==> config.mk <==
export PLATFORM = sky130hd
export DESIGN_NAME = hex_to_base64_stream
export DESIGN_NICKNAME = d
export VERILOG_FILES = /design/src/hb64_pkg.sv /design/src/hex_to_base64_stream.sv /design/src/hb64_conv.sv
export SDC_FILE = /design/constraint.sdc
export NUM_CORES = 1
export LEC_CHECK = 0
export CAP_MARGIN = 0
export CELL_PAD_IN_SITES_DETAIL_PLACEMENT = 0
export CELL_PAD_IN_SITES_GLOBAL_PLACEMENT = 1
export CORE_MARGIN = 2
export CORE_UTILIZATION = 25
export CTS_BUF_LIST = sky130_fd_sc_hd__clkbuf_8
export DETAILED_ROUTE_END_ITERATION = 8
export DONT_BUFFER_PORTS = 1
export PLACE_DENSITY_LB_ADDON = 0.1
export SLEW_MARGIN = 20
export SYNTH_ARGS = -nofsm -noshare
export SYNTH_HDL_FRONTEND = slang
export SYNTH_SLANG_ARGS = --single-unit
==> constraint.sdc <==
create_clock -name aclk -period 10.15 [get_ports aclk]
set_input_delay 0.5075 -clock aclk [delete_from_list [all_inputs] [get_ports aclk]]
set_output_delay 0.5075 -clock aclk [all_outputs]
set_load 0.005 [all_outputs]
==> src/hb64_pkg.sv <==
package hb64_pkg;

    localparam logic [7:0] CHAR_MINUS = 8'h2D;
    localparam logic [7:0] CHAR_ZERO  = 8'h30;
    localparam logic [7:0] CHAR_X     = 8'h78;
    localparam logic [3:0] NIB_HI     = 4'hC;
    localparam logic [3:0] NIB_LO     = 4'h3;

    typedef struct packed {
        logic       valid;
        logic [7:0] ch;
        logic       has;
        logic       last;
    } hb64_res_t;

    typedef struct packed {
        logic [1:0] phase;
        logic [5:0] carry;
        logic [5:0] sx;
        logic       done;
    } hb64_feed_t;

    function automatic logic [3:0] nibble_of(input logic [7:0] c);
        logic [3:0] n;
        n = 4'd0;
        if (c >= 8'h30 && c <= 8'h39) begin
            n = c[3:0];
        end else if ((c >= 8'h41 && c <= 8'h46) || (c >= 8'h61 && c <= 8'h66)) begin
            n = c[3:0] + 4'd9;
        end
        return n;
    endfunction

    function automatic logic [7:0] b64_char(input logic [5:0] s);
        logic [7:0] w;
        logic [7:0] r;
        w = {2'b00, s};
        priority if (s < 6'd26) begin
            r = 8'h41 + w;
        end else if (s < 6'd52) begin
            r = 8'h61 + w - 8'd26;
        end else if (s < 6'd62) begin
            r = 8'h30 + w - 8'd52;
        end else if (s == 6'd62) begin
            r = 8'h2B;
        end else begin
            r = 8'h2F;
        end
        return r;
    endfunction

    function automatic hb64_feed_t feed(input logic [1:0] phase, input logic [5:0] carry,
                                        input logic [3:0] n);
        hb64_feed_t f;
        logic [3:0] nh;
        logic [3:0] nl;
        f  = '0;
        nh = n & NIB_HI;
        nl = n & NIB_LO;
        unique case (phase)
            2'd0: begin
                f.carry = {n, 2'b00};
                f.phase = 2'd1;
            end
            2'd1: begin
                f.sx    = carry | {4'd0, nh[3:2]};
                f.carry = {nl[1:0], 4'd0};
                f.phase = 2'd2;
                f.done  = 1'b1;
            end
            default: begin
                f.sx    = carry | {2'b00, n};
                f.carry = 6'd0;
                f.phase = 2'd0;
                f.done  = 1'b1;
            end
        endcase
        return f;
    endfunction

endpackage

==> src/hex_to_base64_stream.sv <==
// Path: a request is held in the input register, and its result, if it yields one, is captured
// in the result register, which drives m_tvalid (input register, result register).
// Throughput: one request per cycle, sustained, when m_tready stays high.
// Each request is handled in a single pass of short logic between the two registers.
// Reset (aresetn low, synchronous) empties both registers and returns to the start state.
module hex_to_base64_stream
    import hb64_pkg::*;
(
    input  logic       aclk,
    input  logic       aresetn,
    input  logic       s_tvalid,
    output logic       s_tready,
    input  logic [7:0] s_tdata,   // [7:0] in_char
    input  logic       s_tlast,   // is_end
    output logic       m_tvalid,
    input  logic       m_tready,
    output logic [7:0] m_tdata,   // [7:0] out_char
    output logic       m_tuser,   // [0] has_char
    output logic       m_tlast    // last
);

    logic       in_valid_reg, in_valid_next;
    logic [7:0] in_char_reg;
    logic       in_end_reg;
    logic       out_valid_reg, out_valid_next;
    logic [7:0] out_char_reg;
    logic       out_has_reg;
    logic       out_last_reg;

    logic       out_free;
    logic       fire;
    hb64_res_t  res;

    assign out_free = !out_valid_reg || m_tready;
    assign fire     = in_valid_reg && out_free;
    assign s_tready = !in_valid_reg || out_free;

    hb64_conv u_conv (
        .aclk    (aclk),
        .aresetn (aresetn),
        .fire    (fire),
        .in_char (in_char_reg),
        .is_end  (in_end_reg),
        .res     (res)
    );

    always_comb begin
        in_valid_next = in_valid_reg;
        if (s_tvalid && s_tready) begin
            in_valid_next = 1'b1;
        end else if (fire) begin
            in_valid_next = 1'b0;
        end
        out_valid_next = out_valid_reg;
        if (fire && res.valid) begin
            out_valid_next = 1'b1;
        end else if (m_tready) begin
            out_valid_next = 1'b0;
        end
    end

    always_ff @(posedge aclk) begin
        if (!aresetn) begin
            in_valid_reg  <= 1'b0;
            out_valid_reg <= 1'b0;
        end else begin
            in_valid_reg  <= in_valid_next;
            out_valid_reg <= out_valid_next;
        end
    end

    always_ff @(posedge aclk) begin
        if (s_tvalid && s_tready) begin
            in_char_reg <= s_tdata;
            in_end_reg  <= s_tlast;
        end
        if (fire && res.valid) begin
            out_char_reg <= res.ch;
            out_has_reg  <= res.has;
            out_last_reg <= res.last;
        end
    end

    assign m_tvalid = out_valid_reg;
    assign m_tdata  = out_char_reg;
    assign m_tuser  = out_has_reg;
    assign m_tlast  = out_last_reg;

    a_out_hold: assert property (@(posedge aclk) disable iff (!aresetn)
        m_tvalid && !m_tready |=> m_tvalid && $stable(m_tdata) && $stable(m_tlast))
        else $error("stalled result changed");

    a_empty_is_last: assert property (@(posedge aclk) disable iff (!aresetn)
        m_tvalid && !m_tuser |-> m_tlast)
        else $error("result without character before end");

    a_no_loss: assert property (@(posedge aclk) disable iff (!aresetn)
        in_valid_reg && !out_free |=> in_valid_reg)
        else $error("held request dropped");

endmodule

==> src/hb64_conv.sv <==
module hb64_conv
    import hb64_pkg::*;
(
    input  logic       aclk,
    input  logic       aresetn,
    input  logic       fire,
    input  logic [7:0] in_char,
    input  logic       is_end,
    output hb64_res_t  res
);

    logic [1:0] phase_reg, phase_next;
    logic [5:0] carry_reg, carry_next;
    logic       at_start_reg, at_start_next;
    logic       pend_reg, pend_next;

    hb64_feed_t f0, f1;
    logic       do_f0, do_f1;
    logic [1:0] ph_mid;
    logic [5:0] cy_mid;

    always_comb begin
        res           = '0;
        phase_next    = phase_reg;
        carry_next    = carry_reg;
        at_start_next = at_start_reg;
        pend_next     = pend_reg;
        do_f0         = 1'b0;
        do_f1         = 1'b0;

        // held leading zero gets fed as a digit
        f0     = feed(phase_reg, carry_reg, 4'd0);
        ph_mid = phase_reg;
        cy_mid = carry_reg;

        if (is_end) begin
            do_f0 = !at_start_reg && pend_reg;
        end else if (at_start_reg && !pend_reg && in_char == CHAR_MINUS) begin
            pend_next = 1'b1;
            res.valid = 1'b1;
            res.ch    = CHAR_MINUS;
            res.has   = 1'b1;
        end else if (at_start_reg) begin
            at_start_next = 1'b0;
            if (in_char == CHAR_ZERO) begin
                pend_next = 1'b1;
            end else begin
                pend_next = 1'b0;
                do_f1     = 1'b1;
            end
        end else if (pend_reg) begin
            pend_next = 1'b0;
            if (in_char != CHAR_X) begin
                do_f0 = 1'b1;
                do_f1 = 1'b1;
            end
        end else begin
            do_f1 = 1'b1;
        end

        if (do_f0) begin
            ph_mid = f0.phase;
            cy_mid = f0.carry;
        end
        f1 = feed(ph_mid, cy_mid, nibble_of(in_char));

        if (is_end) begin
            res.valid     = 1'b1;
            res.last      = 1'b1;
            res.has       = (ph_mid != 2'd0);
            res.ch        = (ph_mid != 2'd0) ? b64_char(cy_mid) : 8'd0;
            phase_next    = 2'd0;
            carry_next    = 6'd0;
            at_start_next = 1'b1;
            pend_next     = 1'b0;
        end else if (do_f1) begin
            phase_next = f1.phase;
            carry_next = f1.carry;
            if (f1.done) begin
                res.valid = 1'b1;
                res.has   = 1'b1;
                res.ch    = b64_char(f1.sx);
            end else if (do_f0 && f0.done) begin
                res.valid = 1'b1;
                res.has   = 1'b1;
                res.ch    = b64_char(f0.sx);
            end
        end
    end

    always_ff @(posedge aclk) begin
        if (!aresetn) begin
            phase_reg    <= 2'd0;
            carry_reg    <= 6'd0;
            at_start_reg <= 1'b1;
            pend_reg     <= 1'b0;
        end else if (fire) begin
            phase_reg    <= phase_next;
            carry_reg    <= carry_next;
            at_start_reg <= at_start_next;
            pend_reg     <= pend_next;
        end
    end

    a_phase_range: assert property (@(posedge aclk) disable iff (!aresetn)
        phase_reg != 2'd3)
        else $error("phase out of range");

    a_end_restart: assert property (@(posedge aclk) disable iff (!aresetn)
        fire && is_end |=> at_start_reg && !pend_reg && phase_reg == 2'd0
                           && carry_reg == 6'd0)
        else $error("end request did not restart");

    a_end_result: assert property (@(posedge aclk) disable iff (!aresetn)
        fire && is_end |-> res.valid && res.last)
        else $error("end request without result");

    a_minus_start: assert property (@(posedge aclk) disable iff (!aresetn)
        fire && !is_end && res.valid && res.ch == CHAR_MINUS |-> at_start_reg && !pend_reg)
        else $error("minus echoed outside start");

endmodule

==> out/qor.csv, run 1 <==
stage;metric;value;unit
finish;antenna cells;0;
finish;Layout area overhead;8.53;%
die;Die Area;0.0121;mm^2
die;starting density of the core;25.7;%
place;placement-stage worst setup slack;5780;ps
timing;Tightest Pin Transition;754;ps
logic_synthesis;Synth area leader;edfxtp_1;
finish;Non-Filler Instances;480;
grt;GR Util All Layers;15.2;%
timing;Achievable Freq;237;MHz
logic_synthesis;mapped cell area;0.00280;mm^2
cts;post_cts resized;0;
timing;final hold viol count;0;
timing;Final Cycle Share;41.5;%
power;VDD IR max;0.0527;mV
drt;final wirelength;8880;um
worst_setup_path;Crit Path Class;reg2reg;
drt;# DRC;0;
timing;fin crit period;4210;ps
logic_synthesis;Synth Flop Type;edfxtp_1;
cts;CTS Hold Buffers Added;0;
timing;relative slew slack;49.5;%
timing;Max Slew Vio Count;0;
die;core area;0.0109;mm^2
cts;CTS sink count;29;
drt;DR WL/cell;18.5;um
cts;H-tree levels;2;
place;Routability Congestion;0.884;
logic_synthesis;synth top area cells;edfxtp_1 (20%), ha_1 (8.5%), dfxtp_1 (7.1%), nand2_1 (5.5%), a21oi_1 (4.3%);
worst_setup_path;FF-to-FF setup slack;5940;ps
cts;later-pin clock latency in the skew report;300;ps
timing;RSZ-0062 raised after global routing;false;
finish;Filler cells;1160;
drt;wire length on met1;4310;um
worst_setup_path;Req. time, crit path;10200;ps
drt;length of routed met2 wiring;3990;um
worst_setup_path;Reg2Reg Depth;12;
logic_synthesis;Synthesized Nets;376;
place;IO buf count;0;
power;Leak;1.11;nW
hold_path;Hold Crit Start;aresetn;
drt;Vias;2603;
die;FP Rows;38;
grt;final global-route overflow total;0;
die;die span in y;110;um
logic_synthesis;post-synthesis async set-or-reset flop share;0;%
place;placed cell count;472;
logic_synthesis;Mean Syn Cell Area;8.15;um^2
finish;nets@finish;371;
place;hpwl dp;6950;um
timing;Clock Skew;14.2;ps
logic_synthesis;Post-synth EDFFs;19;
worst_setup_path;reg2reg start;in_char_reg[0];
drt;met3 wire length;382;um
worst_setup_path;FF-to-FF End;m_tdata[3];
finish;commonest cells after routing, fill and taps aside;nand2_1 (41), a21oi_1 (24), nor2_1 (21), inv_1 (20);
worst_setup_path;CP max FO;14;
finish;share of cells above drive strength 1;7.94;%
cts;postcts setup bufs;0;
logic_synthesis;Netlist cell types;71;
grt;first-pass GRT wire length;13800;um
status;status;complete, no violations;
worst_setup_path;Setup crit end kind;register;
flow_run;max cap viols;0;
logic_synthesis;sequential share of the synthesized area;27.5;%
hold_path;Hold WC Path Type;in2reg;
logic_synthesis;Seq cells post-synth;29;
worst_setup_path;critical path arrival;4260;ps
drt;drt first pass iters;5;
finish;commonest non-fill, non-tap cell in the layout;nand2_1;
grt;vias in the first global route;2528;
drt;antenna-violating nets left;0;
cts;CTS Buf Count;5;
grt;antenna violations before repair;0;
hold_path;hold endpoint;u_conv.at_start_reg;
timing;post-route setup slack;5940;ps
timing;Setup TNS;0;ps
finish;area of the multi-input gates;0.00188;mm^2
finish;register area;771;um^2
die;# IOs;25;
logic_synthesis;top cell type's share of synthesized area;20.4;%
drt;DR iter-0 viols;196;
cts;CTS tree;built;
grt;largest net degree at the start of global routing;16;
cts;clock buffer depth;2;
drt;Via density;5.42;
cts;Clock Pin Slew Worst Setup and Hold Paths;90;ps
logic_synthesis;Cells after Synth;344;
die;die width;110;um
power;power density over the cells;96.4;mW/mm^2
drt;DR top layer;met4;
cts;CTS root buf;clkbuf_8;
timing;endpoints failing setup;0;
logic_synthesis;Syn. warnings;0;
worst_setup_path;Setup crit start kind;register;
hold_path;WHS Path Cells;1;
==> per-layer routing <==
metal	vias to the layer above	GRT usage [%]
met2	81	24.6
met3	20	2.61
met5	-	0
met1	1250	20.7
met4	0	3.98
li1	1252	-
==> metrics by stage <==
stage          total power [mW]  hold WS, ps  area [um^2]  utilization, %
6_report                  0.293          271         3040            27.9
4_1_cts                   0.296          277         3030            27.8
5_1_grt                   0.304          283         3040            27.9
2_1_floorplan             0.159          448         2800               -
3_3_place_gp              0.169          513         2920            26.8
3_5_place_dp              0.167          514         2920            26.8
==> Yosys cell counts, drive strengths merged (7+ instances only) <==
cell type and number:
inv 23, clkbuf 7, dfxtp 10, nand2b 9, and2 7, edfxtp 19
o211ai 7, ha 19, nor2b 14, xnor2 8, o21ai 19, a21oi 24
nor2 21, nand2 42, nand3 10, nor3 13
==> worst max-delay path by stage <==
stage / end / from / slack, ps
after floorplan: m_tdata[3] / in_char_reg[0] / 6850
after global placement: m_tdata[6] / in_char_reg[0] / 5810
after detailed placement: m_tdata[3] / in_char_reg[0] / 5780
after CTS: m_tdata[3] / in_char_reg[0] / 5770
after global routing: m_tdata[0] / in_char_reg[0] / 5620
final: m_tdata[3] / in_char_reg[0] / 5940
==> critical path, stage by stage (launching register included) <==
cell	delay (ps)
edfxtp_1	500
inv_1	160
ha_1	220
nand2b_1	140
o41ai_4	700
and2_1	310
a221o_1	340
inv_4	100
a2111oi_4	450
or2_1	400
a221oi_2	90
a21boi_0	170
or3_1	370
==> power breakdown <==
part           total [mW]  internal (mW)  switching, mW
combinational      0.0267        0.00989         0.0168
clock               0.128         0.0723         0.0559
sequential          0.138          0.131        0.00714
==> cells by family (layout without fill, tap and decap cells) <==
group           count (synthesis)  count (layout)  share of synthesized area [%]
fa+ha+maj                      20              20                           8.84
flops                          29              29                           27.5
xor+xnor                       12              12                           3.75
mux                             2               2                          0.714
buf+inv                        37              33                           5.71
simple gates                  144             144                           27.7
compound gates                100             100                           25.8
==> cell type report <==
class                   instances  share of cell area (%)
well taps                     140                    5.76
clock inverters                 3                    1.36
repair buffers                  1                   0.247
flip-flops and latches         29                    25.3
inverters                      24                    3.13
clock buffers                   5                    2.26
multi-input cells             278                    61.9
(Power assumes the default switching activity.)
==> run 2, diff against run 1 <==
--- a/config.mk
+++ b/config.mk
@@ -5,6 +5,7 @@
 export SDC_FILE = /design/constraint.sdc
 export NUM_CORES = 1
 export LEC_CHECK = 0
+export ABC_AREA = 1
 export CAP_MARGIN = 0
 export CELL_PAD_IN_SITES_DETAIL_PLACEMENT = 0
 export CELL_PAD_IN_SITES_GLOBAL_PLACEMENT = 1
==> constraint.sdc (replaced) <==
create_clock -name aclk -period 4 [get_ports aclk]
set_input_delay 0.2 -clock aclk [delete_from_list [all_inputs] [get_ports aclk]]
set_output_delay 0.2 -clock aclk [all_outputs]
set_load 0.005 [all_outputs]
==> run 2 against run 1 <==
Against the previous run:
- setup slack worse by 5300 ps
- final cell count is 21% higher
- critical path depth is 3 higher
- power rose by 140%
- clock power is 100% higher
==> out/qor.csv, run 2 <==
stage;metric;value;unit;change
logic_synthesis;sequential share of the synthesized area;27.6;%;was 27.5%
logic_synthesis;Post-Synth Simple-Gate Area;40.0;%;was 27.7%
logic_synthesis;main combinational cell family by area after synthesis;simple AND/OR/NAND/NOR gates;;unchanged
cts;H-tree levels;2;;unchanged
timing;Clock Skew;6.72;ps;was 14.2 ps
finish;commonest cells after routing, fill and taps aside;nand2_1 (106), inv_1 (62), nand3_1 (42), nor2_1 (39), a21oi_1 (20);;was nand2_1 (41), a21oi_1 (24), nor2_1 (21), inv_1 (20)
timing;RSZ-0062 raised after global routing;false;;unchanged
timing;Setup TNS;0;ps;unchanged
grt;vias in the first global route;2767;;was 2,528
finish;commonest non-fill, non-tap cell in the layout;nand2_1;;unchanged
logic_synthesis;top cell type's share of synthesized area;20.4;%;about the same
cts;CTS root buf;clkbuf_8;;unchanged
drt;Via density;4.68;;was 5.42
logic_synthesis;synth cell count leaders;nand2_1 (106), inv_1 (62), nand3_1 (42);;was nand2_1 (41), a21oi_1 (24), nor2_1 (21)
cts;post_cts resized;0;;unchanged
drt;DR WL/cell;15.0;um;was 18.5 um
grt;GR Util All Layers;16.0;%;was 15.2%
timing;fin crit period;3350;ps;was 4210 ps
timing;Achievable Freq;299;MHz;was 237 MHz
finish;nets@finish;472;;was 371
worst_setup_path;Crit Path Class;reg2reg;;unchanged
grt;first-pass GRT wire length;14500;um;was 13,800 um
logic_synthesis;Synth Flop Type;edfxtp_1;;unchanged
grt;final global-route overflow total;0;;unchanged
die;Die Area;0.0120;mm^2;was 0.0121 mm^2
finish;Filler cells;1238;;was 1,160
drt;antenna-violating nets left;0;;unchanged
cts;CTS Buf Count;5;;unchanged
die;die span in y;110;um;about the same
power;power density over the cells;219;mW/mm^2;was 96.4 mW/mm^2
logic_synthesis;mux contribution to synthesized area;0;%;was 0.714%
place;DP Area;0.00298;mm^2;was 0.00292 mm^2
timing;final hold viol count;0;;unchanged
logic_synthesis;Synth Area in Compound Gates;11.6;%;was 25.8%
die;core area;0.0109;mm^2;unchanged
finish;cell area after layout;0.00317;mm^2;was 0.00304 mm^2
cts;later-pin clock latency in the skew report;300;ps;about the same
finish;final core occ;29.1;%;was 27.9%
logic_synthesis;Synth area leader;edfxtp_1;;unchanged
worst_setup_path;critical path arrival;3320;ps;was 4260 ps
place;hpwl dp;7080;um;was 6950 um
drt;final wirelength;8740;um;was 8880 um
place;IO buf count;0;;unchanged
die;FP Rows;38;;unchanged
place;placement-stage worst setup slack;650;ps;was 5780 ps
timing;relative slew slack;64.5;%;was 49.5%
status;status;complete, no violations;;unchanged
cts;CTS sink count;29;;unchanged
cts;clock buffer depth;2;;unchanged
cts;Clock Pin Slew Worst Setup and Hold Paths;70;ps;was 90 ps
drt;Vias;2718;;was 2,603
grt;largest net degree at the start of global routing;13;;was 16
finish;Non-Filler Instances;581;;was 480
place;Routability Congestion;0.842;;was 0.884
grt;antenna violations before repair;0;;unchanged
timing;post-route setup slack;651;ps;was 5940 ps
cts;CTS tree;built;;unchanged
logic_synthesis;synth top area cells;edfxtp_1 (20%), nand2_1 (14%), ha_1 (8.5%), inv_1 (8.3%), nand3_1 (7.5%);;was edfxtp_1 (20%), ha_1 (8.5%), dfxtp_1 (7.1%), nand2_1 (5.5%), a21oi_1 (4.3%)
worst_setup_path;Setup crit end kind;register;;unchanged
logic_synthesis;mapped cell area;0.00279;mm^2;was 0.00280 mm^2
logic_synthesis;Synthesized Nets;453;;was 376
die;die width;110;um;about the same
logic_synthesis;Netlist cell types;36;;was 71
timing;endpoints failing setup;0;;unchanged
timing;Max Slew Vio Count;0;;unchanged
place;placed cell count;563;;was 472
die;# IOs;25;;unchanged
logic_synthesis;post-synthesis async set-or-reset flop share;0;%;unchanged
hold_path;Hold WC Path Type;in2reg;;unchanged
power;Leak;1.44;nW;was 1.11 nW
logic_synthesis;Post-synth EDFFs;19;;unchanged
flow_run;max cap viols;0;;unchanged
logic_synthesis;Mean Syn Cell Area;6.64;um^2;was 8.15 um^2
drt;DR iter-0 viols;172;;was 196
timing;hold slack;37.7;ps;was 271 ps
logic_synthesis;top-count cell post-synth;nand2_1;;unchanged
drt;drt first pass iters;4;;was 5
logic_synthesis;Synth Area in XOR/XNOR;1.57;%;was 3.75%
finish;share of cells above drive strength 1;12.9;%;was 7.94%
power;total design power;0.693;mW;was 0.293 mW
logic_synthesis;Syn. warnings;0;;unchanged
worst_setup_path;Req. time, crit path;3970;ps;was 10,200 ps
timing;Final Cycle Share;83.7;%;was 41.5%
logic_synthesis;Cells after Synth;421;;was 344
worst_setup_path;CP max FO;10;;was 14
finish;Layout area overhead;13.5;%;was 8.53%
logic_synthesis;area share of fa/ha/maj cells after synthesis;8.51;%;was 8.84%
finish;antenna cells;0;;unchanged
timing;Tightest Pin Transition;532;ps;was 754 ps
worst_setup_path;FF-to-FF setup slack;650;ps;was 5940 ps
power;VDD IR max;0.132;mV;was 0.0527 mV
logic_synthesis;Seq cells post-synth;29;;unchanged
worst_setup_path;Setup crit start kind;register;;unchanged
drt;# DRC;0;;unchanged
die;starting density of the core;25.7;%;about the same
## run 2: layout make-up
class	count	area [um^2]	area share, %
inverters	76	285	9.00
clock buffers	5	68.8	2.17
multi-input cells	314	1720	54.3
repair buffers	14	130	4.10
well taps	140	175	5.52
clock inverters	3	17.5	0.552
flip-flops and latches	29	771	24.3
## run 2: final timing paths
path	start	end	depth (start not counted)
max	in_char_reg[1]	m_tdata[2]	15
min	aresetn	u_conv.carry_reg[4]	2
max reg2reg	in_char_reg[1]	m_tdata[2]	15
min reg2reg	m_tvalid	m_tvalid	2
## run 2: report_power, final
group / switching (mW) / total (mW) / internal, mW
combinational: 0.0624 / 0.0915 / 0.0291
sequential: 0.0125 / 0.346 / 0.333
clock: 0.136 / 0.256 / 0.120
total: 0.211 / 0.693 / 0.483
## run 2: routing by layer
| metal | global-route usage (%) | part of all wire [%] |
|---|---|---|
| met1 | 21.0 | 48 |
| met2 | 26.9 | 46 |
| met3 | 2.90 | 3.7 |
| met4 | 4.61 | 2.2 |
| met5 | 0 | 0 |
## run 2: repair_timing
item,4_1_cts,5_1_grt
buffers inserted,0,0
endpoints found under the setup margin,0,0
hold buffers,10,0
hold endpoints to repair,10,0
## run 2: cells by family after synthesis
kind of cell,count (synthesis)
AOI/OAI and AO/OA,57
xor gates and xnor gates,5
adders and majority gates,19
buffers and inverters,78
DFF,29
and+or+nand+nor,233
## run 2: worst max-delay path, stage by stage (launching register included)
cell      delay, ps
edfxtp_1        450
inv_1           160
ha_1            190
inv_1            70
nor3_1          120
nand3_1          90
nor3_1          320
inv_1           210
nand2_1         130
a21oi_1          80
nand2_1         220
inv_2           100
o21ai_1         180
nand2_1          90
o21ai_1         260
inv_1           320
==> run 3, diff against run 2 <==
==> constraint.sdc (replaced) <==
create_clock -name aclk -period 3 [get_ports aclk]
set_input_delay 0.15 -clock aclk [delete_from_list [all_inputs] [get_ports aclk]]
set_output_delay 0.15 -clock aclk [all_outputs]
set_load 0.005 [all_outputs]
==> run 3 against run 2 <==
Against the previous run:
- maximum frequency increased by 20%
- global-route usage decreased by 0.46 points
- first-iteration DRC count decreased by 39%
- clock skew increased by 6.4 ps
- clock-buffer cell count unchanged
- die area unchanged
- cell area increased by 7.8%
- hold slack got worse by 5.6 ps
==> out/qor.csv, run 3 (synthesis gave the netlist of run 2 again) <==
stage;metric;value;unit;change
status;status;complete, no violations;;unchanged
worst_setup_path;reg2reg start;in_char_reg[0];;was in_char_reg[1]
grt;vias in the first global route;2706;;was 2,767
drt;Via density;4.64;;was 4.68
cts;clock buffer depth;2;;unchanged
timing;final hold viol count;0;;unchanged
finish;nets@finish;492;;was 472
hold_path;Hold Crit Start;aresetn;;unchanged
cts;H-tree levels;2;;unchanged
die;FP Rows;38;;unchanged
finish;Filler cells;1226;;was 1,238
worst_setup_path;Setup crit start kind;register;;unchanged
timing;endpoints failing setup;0;;unchanged
cts;Clock Pin Slew Worst Setup and Hold Paths;90;ps;was 70 ps
timing;Achievable Freq;359;MHz;was 299 MHz
timing;Setup TNS;0;ps;unchanged
finish;commonest cells after routing, fill and taps aside;nand2_1 (102), inv_1 (59), nand3_1 (39), nor2_1 (34), buf_4 (22);;was nand2_1 (106), inv_1 (62), nand3_1 (42), nor2_1 (39), a21oi_1 (20)
grt;final global-route overflow total;0;;unchanged
power;part of the power in registers;44.4;%;was 49.9%
die;Die Area;0.0120;mm^2;unchanged
power;power density over the cells;302;mW/mm^2;was 219 mW/mm^2
die;core area;0.0109;mm^2;unchanged
flow_run;max cap viols;0;;unchanged
worst_setup_path;Req. time, crit path;3050;ps;was 3970 ps
die;die span in y;110;um;unchanged
grt;GR Util All Layers;15.6;%;was 16.0%
timing;Final Cycle Share;92.9;%;was 83.7%
finish;register area;771;um^2;unchanged
place;DP Area;0.00312;mm^2;was 0.00298 mm^2
place;placement-stage worst setup slack;-21.4;ps;was 650 ps
finish;share of cells above drive strength 1;20.8;%;was 12.9%
power;Leak;1.54;nW;was 1.44 nW
power;Comb pwr share;13.7;%;was 13.2%
drt;DR iter-0 viols;105;;was 172
die;die width;110;um;unchanged
hold_path;Hold WC Path Type;in2reg;;unchanged
timing;RSZ-0062 raised after global routing;true;;was false
timing;Max Slew Vio Count;0;;unchanged
worst_setup_path;critical path arrival;2840;ps;was 3320 ps
finish;area of the multi-input gates;0.00178;mm^2;was 0.00172 mm^2
finish;commonest non-fill, non-tap cell in the layout;nand2_1;;unchanged
drt;final wirelength;8700;um;was 8740 um
power;sw power;0.292;mW;was 0.211 mW
worst_setup_path;Reg2Reg Depth;18;;was 15
drt;drt first pass iters;5;;was 4
drt;DR WL/cell;14.5;um;was 15.0 um
timing;fin crit period;2790;ps;was 3350 ps
drt;antenna-violating nets left;0;;unchanged
cts;CTS tree;built;;unchanged
power;Clock Power Share;41.9;%;was 36.9%
place;Routability Congestion;0.837;;was 0.842
place;hpwl dp;7060;um;was 7080 um
worst_setup_path;FF-to-FF setup slack;210;ps;was 650 ps
place;IO buf count;0;;unchanged
power;sw frac;28.3;%;was 30.4%
cts;CTS sink count;29;;unchanged
drt;Vias;2787;;was 2,718
power;total design power;1.03;mW;was 0.693 mW
grt;antenna violations before repair;0;;unchanged
grt;largest net degree at the start of global routing;13;;unchanged
finish;Layout area overhead;22.3;%;was 13.5%
worst_setup_path;Setup crit end kind;register;;unchanged
die;starting density of the core;25.7;%;unchanged
worst_setup_path;CP max FO;8;;was 10
die;# IOs;25;;unchanged
hold_path;hold endpoint;u_conv.pend_reg;;was u_conv.carry_reg[4]
timing;Tightest Pin Transition;486;ps;was 532 ps
hold_path;WHS Path Cells;2;;unchanged
finish;antenna cells;0;;unchanged
timing;relative slew slack;67.6;%;was 64.5%
cts;CTS Buf Count;5;;unchanged
worst_setup_path;Crit Path Class;reg2reg;;unchanged
timing;post-route setup slack;214;ps;was 651 ps
grt;first-pass GRT wire length;14200;um;was 14,500 um
cts;later-pin clock latency in the skew report;290;ps;was 300 ps
worst_setup_path;FF-to-FF End;m_tdata[1];;was m_tdata[2]
timing;hold slack;32.2;ps;was 37.7 ps
finish;Non-Filler Instances;601;;was 581
timing;Clock Skew;13.1;ps;was 6.72 ps
drt;# DRC;0;;unchanged
cts;CTS root buf;clkbuf_8;;unchanged
finish;final core occ;31.4;%;was 29.1%
finish;cell area after layout;0.00342;mm^2;was 0.00317 mm^2
power;Pint;0.741;mW;was 0.483 mW
place;placed cell count;580;;was 563
power;VDD IR max;0.187;mV;was 0.132 mV
==> run 3: what timing repair did <==
item	CTS	global route
cloned	0	0
resized for setup	1	22
endpoints found under the setup margin	2	18
pin swaps	0	6
setup buffers	0	3
endpoints found under the hold margin	12	0
hold buffers	10	0
==> run 3: power groups by stage <==
stage	registers [mW]	clock network (mW)	logic [mW]
CTS	0.459	0.442	0.138
global route	0.462	0.466	0.159
finish	0.459	0.433	0.141
global placement	0.468	0	0.128
floorplan	0.464	0	0.0836
detailed placement	0.468	0	0.126
==> run 3: worst max-delay path by stage <==
stage,start,to,slack (ps),depth (start not counted)
final,in_char_reg[0],m_tdata[1],210,18
after global routing,in_char_reg[0],m_tdata[5],-10,21
after CTS,in_char_reg[0],m_tdata[4],30,23
after detailed placement,in_char_reg[0],m_tdata[4],-20,21
after global placement,in_char_reg[0],m_tdata[4],-80,21
after floorplan,in_char_reg[0],m_tdata[4],20,22
==> run 3: layout make-up <==
| class | count | share of cell area, % |
|---|---|---|
| clock buffers | 5 | 2.01 |
| well taps | 140 | 5.12 |
| multi-input cells | 314 | 52.1 |
| inverters | 76 | 8.35 |
| clock inverters | 3 | 1.21 |
| flip-flops and latches | 29 | 22.5 |
| repair buffers | 34 | 8.67 |
==> run 3: per-layer routing <==
metal  routed length [um]  up-vias  GRT usage [%]  part of all wire (%)
met5                    0        -              0                     0
met4                   40        0           2.89                  0.46
met3                  279        5           2.43                   3.2
met2                 4140       57           26.2                    48
met1                 4240     1284           21.2                    49
li1                     -     1441              -                     -
==> run 3: worst max-delay path, stage by stage, from the launching register on <==
cell      delay (ps)
edfxtp_1         440
inv_2            110
ha_2             180
nand2_2           70
nor2_2           120
nand3_4          130
nand2_8          120
inv_2             50
nor2_4           130
nand2_2           80
inv_1             80
ha_1             160
inv_1             90
nor2_2           160
inv_2             90
o21ai_0          200
o21ai_1          120
nor2_1           140
o21ai_1           80
